<file path="src/rtl/czs_pkg.sv">
// Shared types, constants and helpers for the CoreXY and Z stage step controller.
package czs_pkg;

  // Width of the stored positions and goals; they wrap in two's complement.
  localparam int POS_WIDTH = 32;

  // Width of the reported position fields.
  localparam int POS_OUT_WIDTH = 32;

  // Configuration register indexes (the value of address bit 2 on the configuration port).
  localparam logic REG_XY_INTERVAL = 1'b0;
  localparam logic REG_Z_INTERVAL  = 1'b1;

  // Reset values of the step intervals in milliseconds.
  localparam logic [15:0] INTERVAL_RESET = 16'd15;

  // Touch panel thresholds.
  localparam logic [9:0] PRESS_MIN   = 10'd10;
  localparam logic [9:0] Y_LOW_EDGE  = 10'd400;
  localparam logic [9:0] X_RIGHT     = 10'd600;
  localparam logic [9:0] Y_HIGH_EDGE = 10'd700;
  localparam logic [9:0] X_MID_LO    = 10'd380;
  localparam logic [9:0] X_MID_HI    = 10'd700;
  localparam logic [9:0] X_FAR_RIGHT = 10'd750;
  localparam logic [9:0] Y_BAND_LO   = 10'd450;
  localparam logic [9:0] Y_BAND_HI   = 10'd650;
  localparam logic [9:0] X_LEFT      = 10'd310;
  localparam logic [9:0] Y_SPLIT     = 10'd500;

  // Command codes carried in the input beat's tuser.
  typedef enum logic {
    CMD_LOOP = 1'b0,
    CMD_MOVE = 1'b1
  } cmd_t;

  // Axis selector of a move command.
  typedef enum logic [1:0] {
    AXIS_X    = 2'd0,
    AXIS_Y    = 2'd1,
    AXIS_Z    = 2'd2,
    AXIS_NONE = 2'd3
  } axis_t;

  // Step codes reported for each motor group.
  typedef enum logic [1:0] {
    STEP_NONE = 2'd0,
    STEP_FWD  = 2'd1,
    STEP_BWD  = 2'd2,
    STEP_BAD  = 2'd3
  } step_t;

  // Input beat payload, last field in the lowest bits.
  typedef struct packed {
    logic [5:0]  pad;
    logic        lower_limit_level;
    logic        upper_limit_level;
    logic [9:0]  touch_pressure;
    logic [9:0]  touch_y;
    logic [9:0]  touch_x;
    logic [31:0] now_ms;
    logic [31:0] steps;
    logic [1:0]  axis;
  } in_beat_t;

  // Result beat payload, last field in the lowest bits.
  typedef struct packed {
    logic [1:0]  pad;
    logic [31:0] z_position;
    logic [31:0] y_position;
    logic [31:0] x_position;
    logic [1:0]  z_step;
    logic [1:0]  belt_b_step;
    logic [1:0]  belt_a_step;
  } out_beat_t;

  localparam int IN_TDATA_W  = $bits(in_beat_t);
  localparam int OUT_TDATA_W = $bits(out_beat_t);

  typedef logic [POS_WIDTH-1:0] pos_t;

  // Sign-extend or cut a stored position to the reported width.
  function automatic logic [POS_OUT_WIDTH-1:0] pos_out(input pos_t p);
    logic signed [POS_WIDTH-1:0] ps;
    ps = signed'(p);
    return POS_OUT_WIDTH'(ps);
  endfunction

endpackage

</file>
<file path="src/rtl/corexy_z_stage_step_controller.sv">
// Top level of the CoreXY belt and Z motor pair step controller.
//
// The controller accepts one beat per clock cycle while results drain and returns exactly
// one result beat for each: an input register captures the beat, and a
// single pass of comparisons, one subtractor per axis and per timer, and one increment
// per axis loads the result register and the position state together, so the next beat
// sees the updated state without a wait. The result register and the input register
// each hold one beat, so input is taken while a result waits. A loop pass (tuser 0)
// applies the touch press, clears Z motion into a pressed limit switch and issues at
// most one step per motor group once its interval in milliseconds has strictly been
// exceeded; a move (tuser 1) adds a signed count to one axis and reports no step.
// The two step intervals sit at configuration byte addresses 0 and 4 and reset to 15.
module corexy_z_stage_step_controller
  import czs_pkg::*;
(
  input  logic                   clk,
  input  logic                   rst_n,
  // Input beats.
  input  logic                   in_tvalid,
  output logic                   in_tready,
  // axis[1:0], steps[33:2], now_ms[65:34], touch_x[75:66], touch_y[85:76],
  // touch_pressure[95:86], upper_limit_level[96], lower_limit_level[97], zeros above.
  input  logic [IN_TDATA_W-1:0]  in_tdata,
  // cmd[0].
  input  logic                   in_tuser,
  // Result beats.
  output logic                   out_tvalid,
  input  logic                   out_tready,
  // belt_a_step[1:0], belt_b_step[3:2], z_step[5:4], x_position[37:6],
  // y_position[69:38], z_position[101:70], zeros above.
  output logic [OUT_TDATA_W-1:0] out_tdata,
  // Configuration port.
  input  logic                   cfg_psel,
  input  logic                   cfg_penable,
  input  logic                   cfg_pwrite,
  input  logic [2:0]             cfg_paddr,
  input  logic [31:0]            cfg_pwdata,
  output logic [31:0]            cfg_prdata,
  output logic                   cfg_pready
);

  // Configuration registers.
  logic [15:0] xy_interval_r;
  logic [15:0] z_interval_r;
  logic        cfg_wr;

  // Input register.
  logic        s1_valid_r;
  cmd_t        s1_cmd_r;
  in_beat_t    s1_beat_r;

  // Position state.
  pos_t        x_now_r, y_now_r, z_now_r;
  pos_t        x_goal_r, y_goal_r, z_goal_r;
  logic [31:0] xy_last_r, z_last_r;
  pos_t        x_now_nxt, y_now_nxt, z_now_nxt;
  pos_t        x_goal_nxt, y_goal_nxt, z_goal_nxt;
  logic [31:0] xy_last_nxt, z_last_nxt;

  // Result register.
  logic        out_valid_r;
  out_beat_t   out_beat_r;
  out_beat_t   out_beat_nxt;

  logic        advance;

  // Distance and timing terms.
  pos_t        dx_raw, dy_raw, dz_raw;
  logic        x_pos, x_neg, y_pos, y_neg, z_pos, z_neg;
  logic        pressed;
  logic        t_y_dec, t_y_inc, t_x_inc, t_x_dec, t_z_inc, t_z_dec;
  logic [31:0] xy_elapsed, z_elapsed;
  logic        xy_due, z_due;
  step_t       a_code, b_code, z_code;
  pos_t        move_sum_x, move_sum_y, move_sum_z;
  pos_t        steps_ext;

  // Configuration port: writes land on the access cycle, reads return the register.
  assign cfg_pready = 1'b1;
  assign cfg_wr     = cfg_psel && cfg_penable && cfg_pwrite && cfg_pready;

  always_ff @(posedge clk) begin
    if (!rst_n) begin
      xy_interval_r <= INTERVAL_RESET;
      z_interval_r  <= INTERVAL_RESET;
    end else if (cfg_wr) begin
      if (cfg_paddr[2] == REG_XY_INTERVAL) begin
        xy_interval_r <= cfg_pwdata[15:0];
      end else begin
        z_interval_r <= cfg_pwdata[15:0];
      end
    end
  end

  always_comb begin
    if (cfg_paddr[2] == REG_XY_INTERVAL) begin
      cfg_prdata = {16'd0, xy_interval_r};
    end else begin
      cfg_prdata = {16'd0, z_interval_r};
    end
  end

  // Handshake: the input register moves on when the result register is free or drains.
  assign advance    = s1_valid_r && (!out_valid_r || out_tready);
  assign in_tready  = !s1_valid_r || advance;
  assign out_tvalid = out_valid_r;
  assign out_tdata  = out_beat_r;

  always_ff @(posedge clk) begin
    if (!rst_n) begin
      s1_valid_r <= 1'b0;
    end else if (in_tready) begin
      s1_valid_r <= in_tvalid;
    end
  end

  always_ff @(posedge clk) begin
    if (in_tready && in_tvalid) begin
      s1_cmd_r  <= cmd_t'(in_tuser);
      s1_beat_r <= in_beat_t'(in_tdata);
    end
  end

  // Distance signs from the stored goals.
  assign dx_raw = x_goal_r - x_now_r;
  assign dy_raw = y_goal_r - y_now_r;
  assign dz_raw = z_goal_r - z_now_r;

  // Touch sectors.
  always_comb begin
    pressed = s1_beat_r.touch_pressure > PRESS_MIN;
    t_y_dec = pressed && (s1_beat_r.touch_y < Y_LOW_EDGE) && (s1_beat_r.touch_x > X_RIGHT);
    t_y_inc = pressed && (s1_beat_r.touch_y > Y_HIGH_EDGE) && (s1_beat_r.touch_x > X_RIGHT);
    t_x_inc = pressed && (s1_beat_r.touch_x < X_MID_HI) && (s1_beat_r.touch_x > X_MID_LO)
              && (s1_beat_r.touch_y > Y_BAND_LO) && (s1_beat_r.touch_y < Y_BAND_HI);
    t_x_dec = pressed && (s1_beat_r.touch_x > X_FAR_RIGHT)
              && (s1_beat_r.touch_y > Y_BAND_LO) && (s1_beat_r.touch_y < Y_BAND_HI);
    t_z_inc = pressed && (s1_beat_r.touch_x < X_LEFT) && (s1_beat_r.touch_y < Y_SPLIT);
    t_z_dec = pressed && (s1_beat_r.touch_x < X_LEFT) && (s1_beat_r.touch_y > Y_SPLIT);
  end

  // Interval timers, unsigned wrapping difference.
  assign xy_elapsed = s1_beat_r.now_ms - xy_last_r;
  assign z_elapsed  = s1_beat_r.now_ms - z_last_r;
  assign xy_due     = xy_elapsed > {16'd0, xy_interval_r};
  assign z_due      = z_elapsed > {16'd0, z_interval_r};

  // Move command sums.
  assign steps_ext  = POS_WIDTH'(signed'(s1_beat_r.steps));
  assign move_sum_x = x_now_r + steps_ext;
  assign move_sum_y = y_now_r + steps_ext;
  assign move_sum_z = z_now_r + steps_ext;

  // One pass over the item: goals, limits, then the Z and XY steps.
  always_comb begin
    x_now_nxt   = x_now_r;
    y_now_nxt   = y_now_r;
    z_now_nxt   = z_now_r;
    x_goal_nxt  = x_goal_r;
    y_goal_nxt  = y_goal_r;
    z_goal_nxt  = z_goal_r;
    xy_last_nxt = xy_last_r;
    z_last_nxt  = z_last_r;
    a_code      = STEP_NONE;
    b_code      = STEP_NONE;
    z_code      = STEP_NONE;

    x_pos = (dx_raw != '0) && !dx_raw[POS_WIDTH-1];
    x_neg = dx_raw[POS_WIDTH-1];
    y_pos = (dy_raw != '0) && !dy_raw[POS_WIDTH-1];
    y_neg = dy_raw[POS_WIDTH-1];
    z_pos = (dz_raw != '0) && !dz_raw[POS_WIDTH-1];
    z_neg = dz_raw[POS_WIDTH-1];

    if (s1_cmd_r == CMD_MOVE) begin
      case (axis_t'(s1_beat_r.axis))
        AXIS_X:  x_goal_nxt = move_sum_x;
        AXIS_Y:  y_goal_nxt = move_sum_y;
        AXIS_Z:  z_goal_nxt = move_sum_z;
        default: ;
      endcase
    end else begin
      // A touch goal sits one step away, so its sign is known directly.
      if (t_y_dec) begin
        y_goal_nxt = y_now_r - POS_WIDTH'(1);
        y_pos = 1'b0;
        y_neg = 1'b1;
      end
      if (t_y_inc) begin
        y_goal_nxt = y_now_r + POS_WIDTH'(1);
        y_pos = 1'b1;
        y_neg = 1'b0;
      end
      if (t_x_inc) begin
        x_goal_nxt = x_now_r + POS_WIDTH'(1);
        x_pos = 1'b1;
        x_neg = 1'b0;
      end
      if (t_x_dec) begin
        x_goal_nxt = x_now_r - POS_WIDTH'(1);
        x_pos = 1'b0;
        x_neg = 1'b1;
      end
      if (t_z_inc) begin
        z_goal_nxt = z_now_r + POS_WIDTH'(1);
        z_pos = 1'b1;
        z_neg = 1'b0;
      end
      if (t_z_dec) begin
        z_goal_nxt = z_now_r - POS_WIDTH'(1);
        z_pos = 1'b0;
        z_neg = 1'b1;
      end

      // A pressed limit switch cancels Z motion toward it.
      if ((!s1_beat_r.upper_limit_level && z_pos) || (!s1_beat_r.lower_limit_level && z_neg))
      begin
        z_goal_nxt = z_now_r;
        z_pos = 1'b0;
        z_neg = 1'b0;
      end

      // Z group step.
      if (z_due && (z_pos || z_neg)) begin
        z_last_nxt = s1_beat_r.now_ms;
        if (z_pos) begin
          z_code    = STEP_FWD;
          z_now_nxt = z_now_r + POS_WIDTH'(1);
        end else begin
          z_code    = STEP_BWD;
          z_now_nxt = z_now_r - POS_WIDTH'(1);
        end
      end

      // XY group step, CoreXY belt mapping.
      if (xy_due && (x_pos || x_neg || y_pos || y_neg)) begin
        xy_last_nxt = s1_beat_r.now_ms;
        if (x_pos && y_pos) begin
          a_code = STEP_FWD;
        end else if (x_pos && y_neg) begin
          b_code = STEP_FWD;
        end else if (x_neg && y_pos) begin
          b_code = STEP_BWD;
        end else if (x_neg && y_neg) begin
          a_code = STEP_BWD;
        end else if (y_pos) begin
          a_code = STEP_FWD;
          b_code = STEP_BWD;
        end else if (y_neg) begin
          a_code = STEP_BWD;
          b_code = STEP_FWD;
        end else if (x_pos) begin
          a_code = STEP_FWD;
          b_code = STEP_FWD;
        end else begin
          a_code = STEP_BWD;
          b_code = STEP_BWD;
        end
        if (x_pos) begin
          x_now_nxt = x_now_r + POS_WIDTH'(1);
        end else if (x_neg) begin
          x_now_nxt = x_now_r - POS_WIDTH'(1);
        end
        if (y_pos) begin
          y_now_nxt = y_now_r + POS_WIDTH'(1);
        end else if (y_neg) begin
          y_now_nxt = y_now_r - POS_WIDTH'(1);
        end
      end
    end

    out_beat_nxt             = '0;
    out_beat_nxt.belt_a_step = a_code;
    out_beat_nxt.belt_b_step = b_code;
    out_beat_nxt.z_step      = z_code;
    out_beat_nxt.x_position  = pos_out(x_now_nxt);
    out_beat_nxt.y_position  = pos_out(y_now_nxt);
    out_beat_nxt.z_position  = pos_out(z_now_nxt);
  end

  // State update on each processed item.
  always_ff @(posedge clk) begin
    if (!rst_n) begin
      x_now_r   <= '0;
      y_now_r   <= '0;
      z_now_r   <= '0;
      x_goal_r  <= '0;
      y_goal_r  <= '0;
      z_goal_r  <= '0;
      xy_last_r <= '0;
      z_last_r  <= '0;
    end else if (advance) begin
      x_now_r   <= x_now_nxt;
      y_now_r   <= y_now_nxt;
      z_now_r   <= z_now_nxt;
      x_goal_r  <= x_goal_nxt;
      y_goal_r  <= y_goal_nxt;
      z_goal_r  <= z_goal_nxt;
      xy_last_r <= xy_last_nxt;
      z_last_r  <= z_last_nxt;
    end
  end

  // Result register.
  always_ff @(posedge clk) begin
    if (!rst_n) begin
      out_valid_r <= 1'b0;
    end else if (advance) begin
      out_valid_r <= 1'b1;
    end else if (out_tready) begin
      out_valid_r <= 1'b0;
    end
  end

  always_ff @(posedge clk) begin
    if (advance) begin
      out_beat_r <= out_beat_nxt;
    end
  end

endmodule

</file>
<file path="config.mk">
export PLATFORM = sky130hd
export DESIGN_NAME = corexy_z_stage_step_controller
export DESIGN_NICKNAME = d
export VERILOG_FILES = /design/src/rtl/czs_pkg.sv /design/src/rtl/corexy_z_stage_step_controller.sv
export SDC_FILE = /design/constraint.sdc
export NUM_CORES = 2
export LEC_CHECK = 0
export BUFFER_PORTS_ARGS = -buffer_cell sky130_fd_sc_hd__buf_2
export CELL_PAD_IN_SITES_DETAIL_PLACEMENT = 2
export CELL_PAD_IN_SITES_GLOBAL_PLACEMENT = 2
export CORE_ASPECT_RATIO = 0.5
export CORE_MARGIN = 4
export CORE_UTILIZATION = 37
export CTS_CLUSTER_SIZE = 25
export DETAILED_ROUTE_END_ITERATION = 8
export GPL_TIMING_DRIVEN = 0
export PLACE_DENSITY = 0.92
export SYNTH_ARGS = -nofsm -noshare
export SYNTH_HDL_FRONTEND = slang
export SYNTH_SLANG_ARGS = --single-unit
</file>
<file path="constraint.sdc">
create_clock -name clk -period 7.43 [get_ports clk]
set_input_delay 0.743 -clock clk [delete_from_list [all_inputs] [get_ports clk]]
set_output_delay 0.743 -clock clk [all_outputs]
set_load 0.05 [all_outputs]
</file>
==> flow_metrics.py <==
metrics = {
    "run_status": {
        "status": "finished with violations",
        "violations": "max-capacitance violations, max-slew violations",
    },
    "floorplan": {
        "coreArea_um2": 106000,
        "start_util_pct": 37.6,
        "dieArea_um2": 113000,
        "fp.dieW_um": 472,
        "rows": 84,
        "io_pins": 286,
        "fp.dieH_um": 240,
    },
    "worst_setup_path": {
        "max_stage_delay_ns": 0.84,
        "cp_data_arrival_time_ns": 7.72,
        "r2r_start": "y_now_r[1]",
        "cp-start-kind": "flip-flop",
        "critPathTopFamily": "compound AO/OA/AOI/OAI gates",
        "crit_type": "reg2reg",
        "slowest_stage": "buf_1",
        "path_max_fanout": 10,
        "r2r_setup_slack_ns": 0.05,
        "cp-end-kind": "flip-flop",
        "path_cells": "inv_1 > ha_1 > nor2b_1 > o311a_1 > o41a_1 > a31o_2 > a21oi_1 > o31ai_1 > xnor2_1 > o22ai_1 > clkbuf_1 > buf_1 > clkbuf_1 > nor2_1 > a31oi_1 > o22ai_1",
        "rr_endpoint": "out_tdata[56]",
        "crit_buf_inv": 4,
        "reg2reg_depth": 16,
        "cp.required_ns": 7.77,
    },
    "cts": {
        "insertion_delay_ns": 0.68,
        "ctsHoldBuffers": 0,
        "clockBufferDepth": 3,
        "h-tree-depth": 2,
        "clock-sinks": 491,
        "cts_root_buf": "clkbuf_16",
        "tritoncts": "yes",
        "clk_pin_slew_ns": 0.07,
        "cts_buffers": 54,
    },
    "synth": {
        "synth_seq_area_share_pct": 29.8,
        "ys_async_sr_fraction_pct": 0,
        "syn_area_per_cell_um2": 7.93,
        "synth_area_leaders": "edfxtp_1 (15%), dfxtp_1 (15%), ha_1 (9.0%)",
        "synth_seq_cells": 491,
        "ys.flop_type": "dfxtp_1",
        "syn-instance-count": 5016,
        "mappedNetlistArea_um2": 39800,
        "synth_area_leader_cell": "edfxtp_1",
        "synthDistinctLibCells": 95,
        "synth_edf_count": 201,
        "synth.top_cell.area_share_pct": 15.2,
        "synth_warnings": 0,
    },
    "routing": {
        "vias": 44200,
        "drtIter0Drc": 4229,
        "drt_first_pass_iters": 6,
        "detail-route-antenna-nets": 0,
        "detail_route.wl_per_cell_um": 31.8,
        "drt_drc_violations_left": 0,
        "drt-total-wl_mm": 217,
        "avgViaCountPerCell": 6.48,
    },
    "timing": {
        "tns_ns": 0,
        "relSlewSlack_pct": -7.74,
        "slew_violations": 4,
        "setup_viol": 0,
        "worstMarginPinSlew_ns": 1.62,
        "fmaxAchievable_ghz": 0.135,
        "fin_skew_ns": 0.0439,
        "min_period_ns": 7.38,
        "final.period_utilization_pct": 99.4,
        "finalHoldViolations": 0,
        "setup_ws_ns": 0.0477,
    },
    "cells_and_area": {
        "area_growth_pct": 13.2,
        "drive_gt1_share_pct": 8.93,
        "nets": 5781,
    },
    "power": {
        "comb_power_share_pct": 54.8,
        "switching_power_w": 0.00704,
        "power.share.clock_pct": 21.3,
        "p_per_area_nw_per_um2": 317,
        "power_leakage_nw": 17.8,
        "p_sw_share_pct": 49.4,
        "p_int_w": 0.00720,
        "ir_worst_vdd_mv": 0.170,
        "p_seq_share_pct": 23.9,
    },
    "placed_design": {
        "dp_hpwl_mm": 166,
        "pre_cts_ws_ns": -1.25,
        "port_buffers": 240,
        "gp_congestion": 0.988,
    },
    "global_route": {
        "grt_pass1_wl_mm": 311,
        "antenna_found_initial": 15,
        "grt_start_max_net_pins": 68,
        "grtUsageTotal_pct": 36.4,
        "grt_pass1_vias": 46100,
        "grt.overflow.total": 0,
    },
    "worst_hold_path": {
        "hold_depth": 1,
        "hp-start": "in_tdata[95]",
        "min_to": "s1_beat_r[95]",
        "min_path_type": "in2reg",
    },
    "run": {
        "max-cap-violations": 1,
    },
}
## metal layers
layer / global-route usage [%] / part of all wire [%]
met5: 0 / 0
met1: 45.9 / 41
met2: 60.1 / 46
met3: 6.95 / 8.5
met4: 17.7 / 5.2
## worst max path at each step
stage	startpoint	to	slack (ns)	cells past startpoint
floorplan	out_tready	x_goal_r[31]	1.91	10
global placement	out_tready	y_goal_r[11]	-2.41	10
detailed placement	s1_beat_r[34]	x_now_r[1]	-1.25	24
CTS	s1_beat_r[34]	out_tdata[33]	0.01	21
global route	s1_beat_r[34]	z_now_r[27]	-0.02	28
finish	y_now_r[1]	out_tdata[56]	0.05	16
## metrics by stage
stage	hold WS (ns)	utilization (%)	cells	total power (W)	instance area [µm²]
floorplan	0.432	-	5033	0.00832	39800
global placement	0.445	40.4	6692	0.0105	42800
detailed placement	0.464	40.5	6697	0.0109	42900
CTS	0.211	42.3	6799	0.0139	44800
global route	0.227	42.5	6814	0.0148	45000
finish	0.241	42.5	6818	0.0142	45000
## placed cells by master (no fill, tap or decap), drive strengths merged, types with 54 or more instances in the layout
cell,count
or3,59
nor3,159
a21o,102
nor2,467
a211oi,60
and3,54
o21ai,351
nand4,70
clkbuf,303
dfxtp,290
nand2,480
a21oi,411
mux2i,126
inv,277
nand2b,55
buf,310
xor2,54
edfxtp,201
o21a,62
ha,286
o211ai,78
xnor2,250
a31oi,75
nand3,156
## synth_stat cells, types with 21 or more instances
cell       number
o21a_1         62
buf_4          21
and3_1         54
edfxtp_1      201
nand2_1       480
o2111ai_1      22
a31oi_1        75
nor3_1        159
nor2b_1        46
o21bai_1       23
a22o_1         29
inv_1         274
dfxtp_1       290
a211oi_1       60
nor2_1        467
mux2i_1       126
or3_1          59
buf_2          21
nand3_1       155
o22ai_1        39
nor4_1         50
a21o_1        102
ha_1          286
nand4_1        70
o211ai_1       73
xor2_1         54
or4_1          22
o31ai_1        26
clkbuf_1      240
o21ai_0       345
a21oi_1       411
nand2b_1       55
xnor2_1       250
## worst reg2reg max path: stages, from the launching register on
cell and delay (ns):
dfxtp_1 0.68, inv_1 0.32, ha_1 0.36, nor2b_1 0.49, o311a_1 0.37, o41a_1 0.27, a31o_2 0.31, a21oi_1 0.15
o31ai_1 0.64, xnor2_1 0.21, o22ai_1 0.36, clkbuf_1 0.69, buf_1 0.85, clkbuf_1 0.66, nor2_1 0.12, a31oi_1 0.34
o22ai_1 0.25
## sequential cells by signal (all words and copies together), names as in the netlist, 32 cells and up
signal	count
out_tdata	102
z_last_r	32
z_now_r	32
x_now_r	32
xy_last_r	32
y_now_r	32
steps_ext	32
y_goal_r	32
x_goal_r	32
z_goal_r	32
s1_beat_r	66
## power by group through the flow
stage | clock network (W) | logic (W) | registers [W]
finish | 0.00304 | 0.00780 | 0.00340
global route | 0.00316 | 0.00823 | 0.00341
CTS | 0.00302 | 0.00751 | 0.00339
detailed placement | 0 | 0.00741 | 0.00344
global placement | 0 | 0.00710 | 0.00343
floorplan | 0 | 0.00469 | 0.00362
## layout make-up
class,count,area (µm²)
diodes,13,32.5
clock buffers,67,1470
clock inverters,35,354
repair buffers,252,1380
well taps,1419,1780
inverters,278,1040
multi-input cells,3969,25800
flip-flops and latches,491,11800
fillers,12100,60800
plain buffers,294,1280
## kinds of logic after synthesis
family                     count (synthesis)  share of synthesized area, %
and+or+nand+nor                         1714                          20.5
other                                      2                        0.0189
buffers and inverters                    573                          5.71
xor gates and xnor gates                 304                          6.70
AOI/OAI and AO/OA                       1496                          24.2
muxes                                    142                          3.63
adders and majority gates                294                          9.40
DFF                                      491                          29.8
## repair_timing
| action | in CTS | in global routing |
|---|---|---|
| setup endpoints to repair | 194 | 133 |
| buffers inserted | 1 | 4 |
| resized for setup | 26 | 38 |
| pin swaps | 1 | 1 |
No activity file was read; power rests on OpenSTA's default activity.
